===== config.mk =====
export PLATFORM = sky130hd
export DESIGN_NAME = cldap_netlogon_locator_top
export DESIGN_NICKNAME = d
export VERILOG_FILES = /design/src/rtl/cldapnl_pkg.sv /design/src/rtl/cldapnl_parser.sv /design/src/rtl/cldap_netlogon_locator_top.sv
export SDC_FILE = /design/constraint.sdc
export NUM_CORES = 1
export LEC_CHECK = 0
export BUFFER_PORTS_ARGS = -buffer_cell sky130_fd_sc_hd__buf_2
export CORE_MARGIN = 3
export CORE_UTILIZATION = 61
export DETAILED_ROUTE_END_ITERATION = 12
export PLACE_DENSITY_LB_ADDON = 0.3
export SKIP_LAST_GASP = 1
export SYNTH_ARGS = -nofsm -noshare
export SYNTH_HDL_FRONTEND = slang
export SYNTH_SLANG_ARGS = --single-unit

===== constraint.sdc =====
create_clock -name clk -period 5.35 [get_ports clk]
set_input_delay 0.535 -clock clk [delete_from_list [all_inputs] [get_ports clk]]
set_output_delay 0.535 -clock clk [all_outputs]
set_load 0.01 [all_outputs]

===== src/rtl/cldapnl_pkg.sv =====
// Shared types, constants and helper functions for the NetLogon locator.
// Used by the parser and the top level; depends on nothing.
package cldapnl_pkg;

  localparam int unsigned MAX_DATAGRAM_DEF = 8192;
  localparam int unsigned OFFSET_W = 13;
  localparam int unsigned LENGTH_W = 32;

  localparam logic [7:0] TAG_SEQUENCE = 8'h30;
  localparam logic [7:0] TAG_INTEGER  = 8'h02;
  localparam logic [7:0] TAG_ENTRY    = 8'h64;
  localparam logic [7:0] TAG_SET      = 8'h31;
  localparam logic [7:0] TAG_OCTETS   = 8'h04;
  localparam logic [7:0] LEN_LONG_MIN = 8'h81;
  localparam logic [7:0] LEN_LONG_MAX = 8'h84;
  localparam logic [2:0] NAME_LAST    = 3'd7;

  typedef enum logic [4:0] {
    PH_OUTER_TAG, PH_OUTER_LEN, PH_ID_TAG, PH_ID_LEN, PH_ID_VAL,
    PH_ENTRY_TAG, PH_ENTRY_LEN, PH_NAME_TAG, PH_NAME_LEN,
    PH_LIST_TAG, PH_LIST_LEN, PH_ATTR_TAG, PH_ATTR_LEN,
    PH_TYPE_TAG, PH_TYPE_LEN, PH_TYPE_NAME, PH_SET_TAG, PH_SET_LEN,
    PH_DATA_TAG, PH_DATA_LEN, PH_DONE
  } phase_t;

  typedef struct packed {
    logic                status;
    logic [OFFSET_W-1:0] payload_offset;
    logic [LENGTH_W-1:0] payload_length;
  } res_t;

  function automatic logic [7:0] name_char(input logic [2:0] idx);
    logic [7:0] c;
    unique case (idx)
      3'd0: c = "n";
      3'd1: c = "e";
      3'd2: c = "t";
      3'd3: c = "l";
      3'd4: c = "o";
      3'd5: c = "g";
      3'd6: c = "o";
      3'd7: c = "n";
      default: c = "n";
    endcase
    return c;
  endfunction

  function automatic logic [7:0] to_lower(input logic [7:0] b);
    return (b >= 8'h41 && b <= 8'h5A) ? (b + 8'h20) : b;
  endfunction

endpackage


===== src/rtl/cldapnl_parser.sv =====
// Byte-serial BER walker for the NetLogon search response; one byte per cycle
// while take is high. Depends on cldapnl_pkg.
module cldapnl_parser #(
  parameter int unsigned MAX_DATAGRAM = cldapnl_pkg::MAX_DATAGRAM_DEF
) (
  input  logic              clk,
  input  logic              rst_n,
  input  logic              take,
  input  logic [7:0]        data_byte,
  input  logic              last_byte,
  input  logic [7:0]        msg_id,
  output logic              res_valid,
  output cldapnl_pkg::res_t res
);
  import cldapnl_pkg::*;

  localparam int unsigned PW = $clog2(MAX_DATAGRAM + 1);

  phase_t              phase_r, phase_nxt;
  logic [2:0]          lbl_r, lbl_nxt;
  logic [31:0]         acc_r, acc_nxt;
  logic [31:0]         outer_r, outer_nxt;
  logic [PW-1:0]       pos_r, pos_nxt;
  logic [2:0]          nidx_r, nidx_nxt;
  logic                err_r, err_nxt;
  logic                found_r, found_nxt;
  logic [OFFSET_W-1:0] foff_r, foff_nxt;
  logic [LENGTH_W-1:0] flen_r, flen_nxt;

  logic                len_done;
  logic [31:0]         len_val;
  logic [PW:0]         pos_inc;
  logic [PW+12:0]      pos_wide;
  logic                bad;

  assign pos_inc  = {1'b0, pos_r} + {{PW{1'b0}}, 1'b1};
  assign pos_wide = (PW + 13)'(pos_inc);

  always_comb begin
    phase_nxt = phase_r;
    lbl_nxt   = lbl_r;
    acc_nxt   = acc_r;
    outer_nxt = outer_r;
    pos_nxt   = pos_r;
    nidx_nxt  = nidx_r;
    err_nxt   = err_r;
    found_nxt = found_r;
    foff_nxt  = foff_r;
    flen_nxt  = flen_r;
    len_done  = 1'b0;
    len_val   = 32'd0;
    bad       = 1'b0;
    res       = '0;
    res_valid = take && last_byte;

    if (pos_r < PW'(MAX_DATAGRAM)) begin
      pos_nxt = pos_inc[PW-1:0];
      if (!err_r) begin
        unique case (phase_r)
          PH_OUTER_TAG, PH_LIST_TAG, PH_ATTR_TAG: begin
            if (data_byte == TAG_SEQUENCE) phase_nxt = phase_t'(phase_r + 5'd1);
            else err_nxt = 1'b1;
          end
          PH_ID_TAG: begin
            if (data_byte == TAG_INTEGER) phase_nxt = phase_t'(phase_r + 5'd1);
            else err_nxt = 1'b1;
          end
          PH_ID_VAL: begin
            if (data_byte == msg_id) phase_nxt = phase_t'(phase_r + 5'd1);
            else err_nxt = 1'b1;
          end
          PH_ENTRY_TAG: begin
            if (data_byte == TAG_ENTRY) phase_nxt = phase_t'(phase_r + 5'd1);
            else err_nxt = 1'b1;
          end
          PH_NAME_TAG, PH_TYPE_TAG, PH_DATA_TAG: begin
            if (data_byte == TAG_OCTETS) phase_nxt = phase_t'(phase_r + 5'd1);
            else err_nxt = 1'b1;
          end
          PH_SET_TAG: begin
            if (data_byte == TAG_SET) phase_nxt = phase_t'(phase_r + 5'd1);
            else err_nxt = 1'b1;
          end
          PH_TYPE_NAME: begin
            if (to_lower(data_byte) != name_char(nidx_r)) begin
              err_nxt = 1'b1;
            end else if (nidx_r == NAME_LAST) begin
              nidx_nxt  = 3'd0;
              phase_nxt = phase_t'(phase_r + 5'd1);
            end else begin
              nidx_nxt = nidx_r + 3'd1;
            end
          end
          PH_OUTER_LEN, PH_ID_LEN, PH_ENTRY_LEN, PH_NAME_LEN, PH_LIST_LEN,
          PH_ATTR_LEN, PH_TYPE_LEN, PH_SET_LEN, PH_DATA_LEN: begin
            if (lbl_r == 3'd0) begin
              if (data_byte < LEN_LONG_MIN) begin
                len_done = 1'b1;
                len_val  = {24'd0, data_byte};
              end else if (data_byte <= LEN_LONG_MAX) begin
                lbl_nxt = data_byte[2:0];
                acc_nxt = 32'd0;
              end else begin
                err_nxt = 1'b1;
              end
            end else begin
              acc_nxt = {acc_r[23:0], data_byte};
              lbl_nxt = lbl_r - 3'd1;
              if (lbl_r == 3'd1) begin
                len_done = 1'b1;
                len_val  = acc_nxt;
              end
            end
          end
          default: begin
          end
        endcase

        if (len_done) begin
          phase_nxt = phase_t'(phase_r + 5'd1);
          unique case (phase_r)
            PH_OUTER_LEN: outer_nxt = len_val;
            PH_ID_LEN:    if (len_val != 32'd1) err_nxt = 1'b1;
            PH_NAME_LEN:  if (len_val != 32'd0) err_nxt = 1'b1;
            PH_TYPE_LEN: begin
              if (len_val != 32'd8) err_nxt = 1'b1;
              nidx_nxt = 3'd0;
            end
            PH_DATA_LEN: begin
              foff_nxt  = pos_wide[OFFSET_W-1:0];
              flen_nxt  = len_val;
              found_nxt = 1'b1;
            end
            default: begin
            end
          endcase
        end
      end
    end else begin
      err_nxt = 1'b1;
    end

    if (last_byte) begin
      bad = err_nxt || !found_nxt || (outer_nxt > 32'(pos_nxt));
      res.status         = bad;
      res.payload_offset = bad ? '0 : foff_nxt;
      res.payload_length = bad ? '0 : flen_nxt;
      phase_nxt = PH_OUTER_TAG;
      lbl_nxt   = 3'd0;
      acc_nxt   = 32'd0;
      outer_nxt = 32'd0;
      pos_nxt   = '0;
      nidx_nxt  = 3'd0;
      err_nxt   = 1'b0;
      found_nxt = 1'b0;
      foff_nxt  = '0;
      flen_nxt  = '0;
    end
  end

  always_ff @(posedge clk) begin
    if (!rst_n) begin
      phase_r <= PH_OUTER_TAG;
      lbl_r   <= 3'd0;
      acc_r   <= 32'd0;
      outer_r <= 32'd0;
      pos_r   <= '0;
      nidx_r  <= 3'd0;
      err_r   <= 1'b0;
      found_r <= 1'b0;
      foff_r  <= '0;
      flen_r  <= '0;
    end else if (take) begin
      phase_r <= phase_nxt;
      lbl_r   <= lbl_nxt;
      acc_r   <= acc_nxt;
      outer_r <= outer_nxt;
      pos_r   <= pos_nxt;
      nidx_r  <= nidx_nxt;
      err_r   <= err_nxt;
      found_r <= found_nxt;
      foff_r  <= foff_nxt;
      flen_r  <= flen_nxt;
    end
  end

endmodule


===== src/rtl/cldap_netlogon_locator_top.sv =====
// Top level of the connectionless LDAP NetLogon locator: config register,
// parser and a two-deep result buffer. Depends on cldapnl_pkg and cldapnl_parser.
//
//   channel  direction  handshake          carries
//   in_      input      in_valid/in_stall  one datagram byte and its last flag
//   out_     output     out_valid/out_stall status, payload offset and length
//   cfg_     input      cfg_valid/cfg_ready expected message id
//
// One byte is accepted per cycle while in_stall is low; the parse state updates
// on the accepting edge. A result is registered into the output register or,
// while that is held, into the skid stage, which lets bytes flow while it waits;
// the input stalls only when both result slots are full. Synchronous reset
// clears the parse and handshake state and sets the message id to one.
module cldap_netlogon_locator_top #(
  parameter int unsigned MAX_DATAGRAM = cldapnl_pkg::MAX_DATAGRAM_DEF
) (
  input  logic                               clk,
  input  logic                               rst_n,
  input  logic                               in_valid,
  output logic                               in_stall,
  input  logic [7:0]                         in_data_byte,
  input  logic                               in_last_byte,
  output logic                               out_valid,
  input  logic                               out_stall,
  output logic                               out_status,
  output logic [cldapnl_pkg::OFFSET_W-1:0]   out_payload_offset,
  output logic [cldapnl_pkg::LENGTH_W-1:0]   out_payload_length,
  input  logic                               cfg_valid,
  output logic                               cfg_ready,
  input  logic [7:0]                         cfg_data
);
  import cldapnl_pkg::*;

  logic [7:0] msg_id_r;
  logic       in_take;
  logic       res_valid;
  res_t       res;
  logic       out_valid_r, out_valid_nxt;
  logic       skid_valid_r, skid_valid_nxt;
  res_t       out_r, out_nxt;
  res_t       skid_r, skid_nxt;
  logic       out_free;

  assign cfg_ready = 1'b1;
  assign in_stall  = skid_valid_r;
  assign in_take   = in_valid && !skid_valid_r;

  always_ff @(posedge clk) begin
    if (!rst_n) begin
      msg_id_r <= 8'd1;
    end else if (cfg_valid && cfg_ready) begin
      msg_id_r <= cfg_data;
    end
  end

  cldapnl_parser #(
    .MAX_DATAGRAM(MAX_DATAGRAM)
  ) u_parser (
    .clk       (clk),
    .rst_n     (rst_n),
    .take      (in_take),
    .data_byte (in_data_byte),
    .last_byte (in_last_byte),
    .msg_id    (msg_id_r),
    .res_valid (res_valid),
    .res       (res)
  );

  assign out_free = !out_valid_r || !out_stall;

  always_comb begin
    out_valid_nxt  = out_valid_r;
    skid_valid_nxt = skid_valid_r;
    out_nxt        = out_r;
    skid_nxt       = skid_r;
    if (out_free) begin
      if (skid_valid_r) begin
        out_valid_nxt  = 1'b1;
        out_nxt        = skid_r;
        skid_valid_nxt = 1'b0;
      end else begin
        out_valid_nxt = res_valid;
        out_nxt       = res;
      end
    end else if (res_valid) begin
      skid_valid_nxt = 1'b1;
      skid_nxt       = res;
    end
  end

  always_ff @(posedge clk) begin
    if (!rst_n) begin
      out_valid_r  <= 1'b0;
      skid_valid_r <= 1'b0;
    end else begin
      out_valid_r  <= out_valid_nxt;
      skid_valid_r <= skid_valid_nxt;
    end
  end

  always_ff @(posedge clk) begin
    out_r  <= out_nxt;
    skid_r <= skid_nxt;
  end

  assign out_valid          = out_valid_r;
  assign out_status         = out_r.status;
  assign out_payload_offset = out_r.payload_offset;
  assign out_payload_length = out_r.payload_length;

endmodule


==> results of run 1 <==
-- logic make-up (layout without fill, tap and decap cells) --
| logic type | Yosys count | in the layout | share of synthesized area (%) |
|---|---|---|---|
| compound gates | 294 | 294 | 17.6 |
| xor+xnor | 35 | 35 | 2.72 |
| fa+ha+maj | 29 | 29 | 3.22 |
| buf+inv | 118 | 161 | 4.58 |
| flops | 234 | 234 | 49.7 |
| mux | 30 | 30 | 2.77 |
| other cells | 1 | 1 | 0.0332 |
| simple gates | 461 | 461 | 19.4 |
-- worst min-delay path by stage --
stage / to / depth (start not counted)
2_1_floorplan: u_parser.lbl_r[1] / 2
3_3_place_gp: u_parser.lbl_r[1] / 2
3_5_place_dp: u_parser.lbl_r[1] / 2
4_1_cts: msg_id_r[0] / 3
5_1_grt: msg_id_r[0] / 3
6_report: msg_id_r[0] / 3
-- power groups by stage --
| stage | combinational [W] | sequential [W] | clock [W] |
|---|---|---|---|
| final | 0.000173 | 0.00187 | 0.00172 |
| after global routing | 0.000189 | 0.00187 | 0.00181 |
| after CTS | 0.000171 | 0.00187 | 0.00174 |
| after detailed placement | 0.000171 | 0.00191 | 0 |
| after global placement | 0.000168 | 0.00191 | 0 |
| after floorplan | 0.000105 | 0.00192 | 0 |
-- layout by cell type, fill, tap and decap left out, types with 4 or more instances in the layout --
cell type	instances
nor2_1	190
dfxtp_1	142
nand2_1	99
edfxtp_1	92
a21oi_1	84
buf_2	69
a32oi_1	43
o21ai_1	41
nand3_1	34
o21ai_0	33
a22oi_1	31
ha_1	29
and3_1	27
buf_4	27
xnor2_1	25
clkbuf_16	24
nor3_1	23
inv_1	20
mux2i_1	20
nor4_1	16
nor2b_1	14
mux2_2	10
xor2_1	10
a2bb2oi_1	10
or4_1	8
nand4_1	8
or3_1	7
and2_1	7
a31oi_1	5
clkbuf_1	5
o211ai_1	4
nand2b_1	4
o2111ai_1	4
clkinv_2	4
clkbuf_8	4
-- layer usage --
layer	wire length [um]	vias to the layer above	part of all wire (%)	GRT usage [%]
met3	1920	51	7.2	4.10
li1	-	4411	-	-
met5	0	-	0	0
met4	644	0	2.4	7.17
met1	12000	4299	45	38.9
met2	12100	366	45	40.0
-- metrics by stage --
| stage | util (%) | instances | setup WS, ns | power [W] |
|---|---|---|---|---|
| floorplan | - | 1202 | 1.07 | 0.00202 |
| global placement | 64.7 | 1430 | 0.616 | 0.00208 |
| detailed placement | 64.7 | 1430 | 0.540 | 0.00208 |
| CTS | 69.2 | 1474 | 0.874 | 0.00379 |
| global route | 69.2 | 1474 | 0.447 | 0.00387 |
| finish | 69.2 | 1474 | 0.832 | 0.00376 |
-- state kept, by name, indices dropped and copies added, names as in the netlist, named ones only --
signal,count
u_parser.outer_r,32
out_status,1
u_parser.lbl_r,3
msg_id_r,8
out_payload_length,32
u_parser.foff_r,13
in_stall,1
out_valid,1
u_parser.nidx_r,3
u_parser.pos_r,14
u_parser.flen_r,32
skid_r,46
u_parser.acc_r,24
out_payload_offset,13
u_parser.found_r,1
u_parser.phase_r,5
u_parser.err_r,1
-- tightest hold or removal path: stages --
cell	delay, ns
buf_2	0.07
mux2i_1	0.06
nand2_1	0.06
-- cell type report --
class                   instances  area share (%)
well taps                     229            2.29
inverters                      21           0.640
flip-flops and latches        234            44.8
multi-input cells             850            41.4
clock buffers                  33            5.39
clock inverters                11            1.18
repair buffers                 96            4.38
==> summary.md, run 1 <==
| Metric | Value |
|---|---|
| Final ANT Viol Nets | 0 |
| Net Sw Frac | 21.7% |
| Yosys reg bits | roughly 230 |
| Worst setup SP type | register |
| Syn avg cell area | around 9.4 um^2 |
| Tcrit/Tclk final | between 80% and 90% |
| Synth Flop Type | dfxtp_1 |
| Syn Inst Count | between 1000 and 1500 |
| WP depth | 16 |
| Fin Setup TNS | 0 ns |
| Sequential share of power | 49.7% |
| R2R Setup Slk | around 0.83 ns |
| Drc violations | 0 |
| Gate power share | ~4.6% |
| Vias in the first global route | between 8000 and 9000 |
| Clk root buf | clkbuf_16 |
| Placeable Area | 18100 um^2 |
| Post-DP HPWL | 17400 um |
| Peak VDD IR | ~0.00026 V |
| Number of buffers created by CTS | 24 |
| Critical R2R Capture | out_payload_length[26] |
| Critical path launch point | u_parser.lbl_r[0] |
| Multi-input gate area | ~5200 um^2 |
| Synthesized cell area | about 11000 um^2 |
| CTS tree | yes |
| P_int | 0.00295 W |
| Largest net degree at the start of global routing | 74 |
| Post-synth top area share | about 25% |
| Share of cells above drive strength 1 | 13.5% |
| Worst skew pair latency | 0.52 ns |
| Num ports | about 70 |
| Sequential cell area | approximately 5600 um^2 |
| Number of gates resized after CTS | 0 |
| H-tree levels | 1 |
| Status | finished, final reports clean |
| Yosys top cell by area | dfxtp_1 |
| Slowest cell on crit path | nor3_4 |
| Clock share of power | approximately 46% |
| Layout Skew | 0.00923 ns |
| DR vias | around 9000 |
| Max cap viols | 0 |
| First-pass GRT wire length | approximately 44000 um |
| Routability cong. | just under 0.9 |
| Post-DP Area | ~12000 um^2 |
| Die X-Extent | between 100 and 150 um |
| Post-synthesis sequential area ratio | about 50% |
| Kind of cell adding the most delay to the critical path | compound AO/OA/AOI/OAI gates |
| Layout Nets | between 1000 and 1500 |
| Design area | ~13000 um^2 |
| Crit. End Element | register |
| Area grow syn2layout | 11.0% |
| FILL cells | between 1000 and 1500 |
| Congestion Overflow GR | 0 |
| Slew Limit Fails | 0 |
| DRT Pass-1 Iters | 6 |
| Tmin final | ~4.5 ns |
| Cell variety after synth | 73 |
| Worst slew pin tran | 1.29 ns |
| Critical Path Fanout Max | between 40 and 50 |
| Hold_buf cts | 0 |
| Worst path max stage delay | ~0.56 ns |
| Crit Path Category | register to register |
| Launch point of the worst reg-to-reg path | u_parser.lbl_r[0] |
| Setup repair after global routing missed its margin | false |
| Synth cell count leaders | nor2_1, dfxtp_1, nand2_1 |
| Die area | roughly 20000 um^2 |
| Die extent in y | between 100 and 150 um |
| Final WL | roughly 27000 um |
| Number of flops mapped to enable cells by yosys | about 90 |
| Final hold vios | 0 |
| Most instantiated library cell after synthesis | nor2_1 |
| Power density cells | roughly 300 nW/um^2 |
| Synth Warn # | 0 |
| Post-CTS Setup Inserts | 0 |
| Max Clk Rate | 221 MHz |
| Sw Pwr | just over 0.0008 W |
| WP buf/inv | 3 |
| Avg WL per Cell | 18.1 um |
| Initial antenna violation count | 0 |
| Post-Syn Nets | approximately 1300 |
| Synth async-reset ratio | 0% |
| LEAKAGE | 4.49 nW |
| Worst r2r path cells | 16 |
| Initial Util | a little over 60% |
| Hold WC Path Type | input pin to register |
| Clock buffer depth | 3 |
| Main area contributors after synthesis | dfxtp_1, edfxtp_1, nor2_1, a21oi_1, a32oi_1 |
| Via/cell ratio | approximately 6.2 |
| CP required | ~5.7 ns |
| I/O Buffers | between 60 and 70 |
| Worst-path cell chain | inv_1 -> ha_1 -> nor2b_1 -> o211a_1 -> nor3_4 -> buf_4 -> mux2_2 -> ha_1 -> a21o_1 -> a21o_1 -> a21oi_1 -> o2111ai_1 -> a211oi_2 -> nand4_4 -> buf_4 -> o21ai_1 |
| Smallest hold slack | 0.241 ns |
| Worst setup path endpoint | out_payload_length[26] |
| Max-slew headroom | 13.6% |
| Hold path start | cfg_data[0] |
| Sink Count | roughly 230 |
| Total GRT Usage | between 20% and 30% |
| Final setup fails | 0 |
| ANT cells | 0 |
| Crit path DAT | about 4.9 ns |
| First DRT Iteration DRCs | roughly 930 |
| Reg clk slew, reported paths | approximately 0.060 ns |
| Std cell rows | 49 |
Power figures use the tool's default switching activity.
==> run 2: changes to the inputs <==
--- a/config.mk
+++ b/config.mk
@@ -5,9 +5,10 @@
 export SDC_FILE = /design/constraint.sdc
 export NUM_CORES = 1
 export LEC_CHECK = 0
+export ABC_AREA = 1
 export BUFFER_PORTS_ARGS = -buffer_cell sky130_fd_sc_hd__buf_2
 export CORE_MARGIN = 3
-export CORE_UTILIZATION = 61
+export CORE_UTILIZATION = 56
 export DETAILED_ROUTE_END_ITERATION = 12
 export PLACE_DENSITY_LB_ADDON = 0.3
 export SKIP_LAST_GASP = 1
==> constraint.sdc (replaced) <==
create_clock -name clk -period 3.8 [get_ports clk]
set_input_delay 0.38 -clock clk [delete_from_list [all_inputs] [get_ports clk]]
set_output_delay 0.38 -clock clk [all_outputs]
set_load 0.01 [all_outputs]
==> run 2 against run 1 <==
  * Combinational power rose to 6.1 times the previous value
  * Fmax up 22%
  * Die area rose by 25%
  * Critical path type unchanged
  * Routed wire length up 24%
  * Clock power rose by 56%
  * Utilization fell by 2.7 points
==> summary.md, run 2 <==
| Metric | Value |
|---|---|
| I/O Buffers | 69 (unchanged) |
| Worst slew pin tran | 1.07 ns (-0.221 ns) |
| Worst setup SP type | register |
| Power density cells | 426 nW/um^2 (+42%) |
| Std cell rows | 55 (+12%) |
| WP depth | 31 (+15) |
| Clk root buf | clkbuf_16 |
| GR Layer Usage met1 | 33.8% (-5.1 points) |
| Crit. End Element | register |
| H-tree levels | 1 (unchanged) |
| Synth Warn # | 0 (unchanged) |
| Met3 usage | 3.18% (-0.92 points) |
| Die X-Extent | 159 um (+12%) |
| Final hold vios | 0 (unchanged) |
| Number of buffers created by CTS | 27 (+13%) |
| Congestion Overflow GR | 0 (unchanged) |
| DRT Pass-1 Iters | 6 (unchanged) |
| Avg WL per Cell | 16.1 um (-11%) |
| Reg clk slew, reported paths | 0.06 ns (about the same) |
| Drc violations | 0 (unchanged) |
| Max Clk Rate | 270 MHz (+22%) |
| Worst hold path stage count | 3 (unchanged) |
| Peak VDD IR | 0.000381 V (+47%) |
| Yosys reg bits | 234 (unchanged) |
| Die area | 25200 um^2 (+25%) |
| Most instantiated library cell after synthesis | nand2_1 |
| Initial Util | 57.4% (-5.0 points) |
| Syn Inst Count | 1660 (+38%) |
| Sink Count | 234 (unchanged) |
| Tcrit/Tclk final | 97.5% (+13 points) |
| Area grow syn2layout | 16.0% |
| Hold_buf cts | 0 (unchanged) |
| CP required | 4.18 ns (-1.52 ns) |
| Tmin final | 3.71 ns (-0.811 ns) |
| Layout Skew | 0.0229 ns (+0.0136 ns) |
| ANT cells | 0 (unchanged) |
| Slowest cell on crit path | dfxtp_4 |
| Worst path max stage delay | 0.38 ns (-0.18 ns) |
| Total GRT Usage | 24.0% (-2.2 points) |
| Busiest grt layer | met2 |
| Crit path DAT | 4.08 ns (-0.79 ns) |
| Final setup fails | 0 (unchanged) |
| Via/cell ratio | 5.61 (-9.4%) |
| Reg with most FFs | skid_r |
| FILL cells | 1772 (+29%) |
| Sequential cell area | 5620 um^2 (+0.27%) |
| Cell variety after synth | 52 (-29%) |
| Fin Setup TNS | 0 ns (unchanged) |
| Hold WC Path Type | input pin to register |
| M2 GR Usage | 39.2% (-0.77 points) |
| Placeable Area | 22800 um^2 (+26%) |
| Status | finished, final reports clean |
| Synth cell count leaders | nand2_1, nor2_1, inv_1 |
| Critical Path Fanout Max | 7 (-84%) |
| Setup slack at placement | -0.0250 ns (-0.565 ns) |
| LEAKAGE | 5.68 nW (+27%) |
| Worst Slack Setup Final | 0.0935 ns (-0.739 ns) |
| Final WL | 33000 um (+24%) |
| Max cap viols | 0 (unchanged) |
| Yosys top cell by area | dfxtp_1 |
| Crit Path Category | register to register |
| Max-slew headroom | 28.7% (+15 points) |
| Vias in the first global route | 10365 (+23%) |
| Post-synth top area share | 21.8% (-3.4 points) |
| Post-DP HPWL | 21600 um (+24%) |
| Placed cell count | 1978 (+38%) |
| First DRT Iteration DRCs | 983 (+5.6%) |
| Syn avg cell area | 7.87 um^2 (-16%) |
| Largest net degree at the start of global routing | 92 (+24%) |
| CP dominant cell by count | nand2_1 |
| Post-synthesis sequential area ratio | 42.9% (-6.8 points) |
| Main area contributors after synthesis | dfxtp_1, edfxtp_1, nand2_1, nor2_1, a21oi_1 |
| Layout Nets | 1765 (+38%) |
| Kind of cell adding the most delay to the critical path | simple AND/OR/NAND/NOR gates |
| Number of flops mapped to enable cells by yosys | 92 (unchanged) |
| Worst r2r path cells | 31 (+15) |
| Share of cells above drive strength 1 | 22.4% (+8.9 points) |
| DR vias | 11495 (+26%) |
| Clock buffer depth | 3 (unchanged) |
| Worst skew pair latency | 0.54 ns (+0.02 ns) |
| Max reg flops | 46 (unchanged) |
| Multi-input gate area | 6630 um^2 (+28%) |
| Routability cong. | 0.971 (+10%) |
| Slew Limit Fails | 0 (unchanged) |
| Synth Flop Type | dfxtp_1 |
| First-pass GRT wire length | 51500 um (+18%) |
| CTS tree | yes |
| Die extent in y | 159 um (+12%) |
| Synth async-reset ratio | 0% (unchanged) |
| Synthesized cell area | 13100 um^2 (+16%) |
| Initial antenna violation count | 0 (unchanged) |
| Post-Syn Nets | 1711 (+37%) |
| Final ANT Viol Nets | 0 (unchanged) |
| Commonest non-fill, non-tap cell in the layout | nand2_1 |
| WP buf/inv | 8 (+5) |
| Final Non-Filler Cells | 2048 (+39%) |
| Commonest non-fill, non-tap cells in the layout | nand2_1, nor2_1, inv_1 |
| Num ports | 71 (unchanged) |
==> run 2: cell count changes after synthesis, sizes merged, moves of 24 or more <==
cell and change:
a21oi +87, nand2 +227, inv +136, nor2 +47, nor3b +40, and3 -25
or2 +28, a32oi -43, a22oi -24, nand3 +68
==> run 2: final cells by class <==
cell class	instances	area share [%]
multi-input combinational	1164	43.7
clock inverter	18	1.54
inverter	159	4.10
timing repair buffer	128	6.37
sequential	234	37.1
tap	313	2.58
clock buffer	32	4.58
==> run 2: worst paths after layout <==
kind                                               to           startpoint  slack, ns
worst max-delay path            out_payload_offset[1]  u_parser.phase_r[1]       0.09
worst min register to register       u_parser.found_r     u_parser.found_r       0.45
worst min-delay path                      msg_id_r[0]          cfg_data[0]       0.06
worst max register to register  out_payload_offset[1]  u_parser.phase_r[1]       0.09
==> run 2: kinds of logic (layout without fill, tap and decap cells) <==
logic type / Yosys count / after routing / share of synthesized area [%]
xor+xnor: 13 / 13 / 0.871
fa+ha+maj: 29 / 29 / 2.78
compound gates: 336 / 336 / 15.1
flops: 234 / 234 / 42.9
buf+inv: 263 / 337 / 8.96
simple gates: 784 / 785 / 29.4
other cells: 1 / 1 / 0.0287
==> run 2: through the flow <==
step | hold slack, ns | instance area [um^2] | utilization (%) | total power [W]
CTS | 0.0540 | 14600 | 64.3 | 0.00636
finish | 0.0646 | 15200 | 66.5 | 0.00646
global placement | 0.437 | 13600 | 59.9 | 0.00367
detailed placement | 0.444 | 13600 | 59.9 | 0.00368
global route | 0.0772 | 15200 | 66.5 | 0.00668
floorplan | 0.428 | 13100 | - | 0.00347
==> run 2: report_power, final <==
part | internal, W | switching (W)
Clock | 0.00165 | 0.00104
Combinational | 0.000300 | 0.000746
Sequential | 0.00267 | 0.0000472
==> run 2: timing repair <==
action / in CTS / in global routing
hold endpoints to repair: 0 / 0
gates resized for setup: 8 / 105
cloned: 1 / 4
setup endpoints to repair: 28 / 92
setup buffers: 3 / 13
pin swaps: 1 / 31
==> run 2: routing by layer <==
layer / wire, um / part of all wire, %
met5: 0 / 0
met4: 726 / 2.2
met3: 2550 / 7.7
met2: 15200 / 46
met1: 14500 / 44
==> run 2: tightest hold or removal path, cell delays in order <==
cell and delay, ns:
buf_2 0.07, nand2_1 0.04, nand3_1 0.06
